$ cat config.mk
export PLATFORM = sky130hd
export DESIGN_NAME = lmfsc_sqrt
export DESIGN_NICKNAME = d
export VERILOG_FILES = /design/src/lmfsc_sqrt.sv
export SDC_FILE = /design/constraint.sdc
export NUM_CORES = 2
export LEC_CHECK = 0
export BUFFER_PORTS_ARGS = -buffer_cell sky130_fd_sc_hd__buf_2
export CAP_MARGIN = 20
export CORE_UTILIZATION = 60
export CTS_CLUSTER_SIZE = 28
export DETAILED_ROUTE_END_ITERATION = 8
export GPL_ROUTABILITY_DRIVEN = 1
export HOLD_SLACK_MARGIN = 0.12
export PLACE_DENSITY = 0.75
export SYNTH_ARGS = -nofsm -noshare
export SYNTH_HDL_FRONTEND = slang
export SYNTH_MEMORY_MAX_BITS = 65536
export SYNTH_SLANG_ARGS = --single-unit
$ cat constraint.sdc
create_clock -name i_clk -period 4.9 [get_ports i_clk]
set_input_delay 0.49 -clock i_clk [delete_from_list [all_inputs] [get_ports i_clk]]
set_output_delay 0.49 -clock i_clk [all_outputs]
set_load 0.02 [all_outputs]
$ cat src/lmfsc_sqrt.sv
// Pipelined floor square root, one root bit per stage.
`timescale 1ns / 1ps

module lmfsc_sqrt #(
    parameter int N = 64
) (
    input  logic           i_clk,
    input  logic           i_en,
    input  logic [N-1:0]   i_val,
    output logic [N/2-1:0] o_root
);

    localparam int R = N / 2;

    logic [R+1:0] r_rem  [R];
    logic [R-1:0] r_root [R];
    logic [N-1:0] r_word [R];

    for (genvar k = 0; k < R; k++) begin : g_stage
        logic [R+1:0] rem_in;
        logic [R-1:0] root_in;
        logic [N-1:0] word_in;
        logic [R+1:0] t;
        logic [R+1:0] trial;
        logic         ge;

        if (k == 0) begin : g_first
            assign rem_in  = '0;
            assign root_in = '0;
            assign word_in = i_val;
        end else begin : g_next
            assign rem_in  = r_rem[k-1];
            assign root_in = r_root[k-1];
            assign word_in = r_word[k-1];
        end

        // bring down the next bit pair, try root*4+1
        assign t     = {rem_in[R-1:0], word_in[N-1:N-2]};
        assign trial = {root_in, 2'b01};
        assign ge    = t >= trial;

        always_ff @(posedge i_clk) begin
            if (i_en) begin
                r_rem[k]  <= ge ? (t - trial) : t;
                r_root[k] <= {root_in[R-2:0], ge};
                r_word[k] <= {word_in[N-3:0], 2'b00};
            end
        end
    end

    assign o_root = r_root[R-1];

endmodule

==> results.toml <==
[die]
core_area_um2 = 188000
fp.dieW_um = 438
io_pins = 98
fp.dieH_um = 438
row_count = 159
start_util_pct = 60.6
dieArea_um2 = 192000

[clock_tree]
htree_num_levels = 4
numCtsBuffers = 237
postCtsHoldBufs = 66
cts_resized = 0
cts_root_buf = "clkbuf_16"
postCtsSetupRepairBufs = 0
clock-sinks = 2465
clock_path_buffers = 3
clock_latency_ns = 0.89
cts_tree = "yes"
clk_pin_slew_worst_paths_ns = 0.06

[logic_synthesis]
synth.avg_cell_area_um2 = 13.0
yosys_warnings = 0
yosysUniqueCellTypes = 90
synth_nets = 9409
synth-main-ff-cell = "edfxtp_1"
synth_cells = 8782
synth_seq_cells = 2465
synth_top_area_cell = "edfxtp_1"
synth_edf_count = 2465
async_reset_ff_share_pct = 0
syn-cell-area_um2 = 114000
synth_seq_area_share_pct = 64.9
yosys-top-cells-area = "edfxtp_1, ha_1, xnor2_1, xor2_1, inv_1"
yosysTopAreaCellShare_pct = 64.9

[setup_path]
slowest_stage = "o21ba_2"
max_stage_delay_ns = 0.59
endpoint_kind = "flop"
setup.worst_path.class = "flop to flop"
rr_startpoint = "r_rem[19][0]$_DFFE_PP_"
path_depth = 10
critPathMaxFanout = 29
crit_buf_inv = 0
worst-endpoint-required_ns = 5.52
arrival_ns = 4.68
cp-startpoint = "r_rem[19][0]$_DFFE_PP_"
path_cells = "ha_1 > nor2b_1 > o31a_1 > o311ai_1 > a21oi_1 > a211oi_1 > o21bai_1 > a21oi_1 > o21ba_2 > mux2_2"
cp_common_cell = "a21oi_1"
rr_worst_depth = 10
cp_top_family = "compound AO/OA/AOI/OAI gates"
cp-start-kind = "flop"

[finish]
regArea_um2 = 74000
fillers = 13000
nNetsFinal = 9713
multi_input_area_um2 = 36800
layout-drive-gt1-share_pct = 7.25
area_delta_synth_final_pct = 10.9

[routing]
drtIter0Drc = 5438
antenna_left = 0
drt-total-wl_um = 227000
num_vias = 68400
firstDrtPassIters = 6
wl_per_cell_um = 19.3
drc_errors = 0
vias_per_cell = 5.80

[pwr]
pwr-share-seq_pct = 48.0
p_int_mw = 42.6
sw_frac_of_total_pct = 28.6
finalPower_mw = 59.6
powerDensity_nw_per_um2 = 471
clockPowerShare_pct = 31.0
p_switching_mw = 17.1
p_leak_nw = 48.4
vdd_drop_max_uv = 370
combPwrFrac_pct = 21.0

[place]
portBuffers = 97
dp_hpwl_um = 158000
gp_congestion = 0.921

[timing]
worstMarginPinSlew_ns = 0.967
fmax_mhz = 246
clock_skew_ns = 0.0470
period_minus_slack_ns = 4.06
setup_tns_ns = 0
maxSlewHeadroom_pct = 34.6
rsz0062_at_grt = "no"
post-route-period-util_pct = 82.8
slew_violations = 0
finalSetupViolations = 0
hold_viol = 0

[global_routing]
grt_max_degree = 145
grt_pass1_vias = 67800
grt_pass1_wl_um = 360000
grt_use_total_pct = 23.6
grt_overflow = 0
antenna_found_initial = 0

[min_path]
min_delay_path_depth = 2
hp-class = "input port to flop"
min_from = "i_val[60]"

[flow_run]
cap_violations = 0

[status]
outcome = "finished clean"
## worst paths after layout
kind	endpoint	slack, ns
max reg2reg	r_rem[20][18]$_DFFE_PP_	0.84
min	r_word[0][60]$_DFFE_PP_	0.31
max	r_rem[20][18]$_DFFE_PP_	0.84
min reg2reg	r_word[20][45]$_DFFE_PP_	0.41
## cells in the mapped netlist, types with 70 or more instances
master       n
a21oi_1    517
nand2_1    663
a21o_1     230
nor2_1     492
clkbuf_1   140
xor2_1     393
nand4_1     93
nor2b_1     96
nor4_1     108
o21ai_0    523
nand3_1    136
o21a_1      96
mux2_2      70
xnor2_1    398
nor3_1     206
edfxtp_1  2465
or3_1       72
inv_1      705
nand2b_1    99
ha_1       561
## area by class of cell
class                   count  share of cell area, %
repair buffers            236                   1.54
inverters                 705                   2.09
flip-flops and latches   2465                   58.5
clock inverters           164                   1.48
well taps                2495                   2.47
diodes                      1                0.00198
multi-input cells        5441                   29.1
clock buffers             281                   4.82
## state kept, by name (all words and copies together) (netlist names)
signal,cells
r_word,992
r_root,528
r_rem,945
## metal layers
layer  part of all wire, %  global-route usage (%)  vias to the layer above
met5                     0                       0                        -
met3                   4.4                    3.11                      402
met2                    51                    41.3                     1774
met1                    42                    30.5                    33200
li1                      -                       -                    33000
met4                   2.8                    7.38                        0
## through the flow
step	hold slack, ns	instances	worst slack, ns	utilization [%]	cell area [um^2]
2_1_floorplan	0.400	8782	1.37	-	114000
3_3_place_gp	0.400	11300	0.940	62.6	118000
3_5_place_dp	0.405	11300	0.865	62.6	118000
4_1_cts	0.223	11800	0.828	67.2	127000
5_1_grt	0.251	11800	0.560	67.2	127000
6_report	0.307	11800	0.843	67.2	127000
## placed cells by master (no fill, tap or decap), types with 53 or more instances in the layout
cell type      instances
nor2_1               491
clkbuf_16            237
nor2b_1               96
or3_1                 72
a21o_1               230
o21ai_0              523
inv_1                705
ha_1                 561
buf_4                 53
xnor2_1              398
nor4_1               108
buf_2                 96
nand4_1               93
nand2_1              663
dlygate4sd3_1         66
mux2_2                70
nand2b_1              99
o21a_1                96
edfxtp_1            2465
a21oi_1              513
nand3_1              136
nor3_1               206
xor2_1               393
clkinv_1              63
## power groups by stage
| stage | registers (mW) | logic [mW] | clock network, mW |
|---|---|---|---|
| floorplan | 28.2 | 9.26 | 0 |
| global placement | 29.0 | 12.0 | 0 |
| detailed placement | 29.1 | 12.2 | 0 |
| CTS | 28.7 | 12.4 | 18.9 |
| global route | 28.9 | 13.9 | 19.7 |
| finish | 28.6 | 12.5 | 18.5 |
## cell families (layout without fill, tap and decap cells)
logic type               after synthesis  after routing  share of synthesized area, %
flip-flops                          2465           2465                          64.9
AND/OR/NAND/NOR                     2219           2219                          9.53
AO/OA/AOI/OAI                       1788           1788                          9.66
buffers and inverters                876           1386                          2.91
XOR/XNOR                             791            791                          6.07
adder cells (fa/ha/maj)              561            561                          6.15
multiplexers                          81             81                         0.788
other                                  1              2                       0.00329
Power figures use the tool's default switching activity.
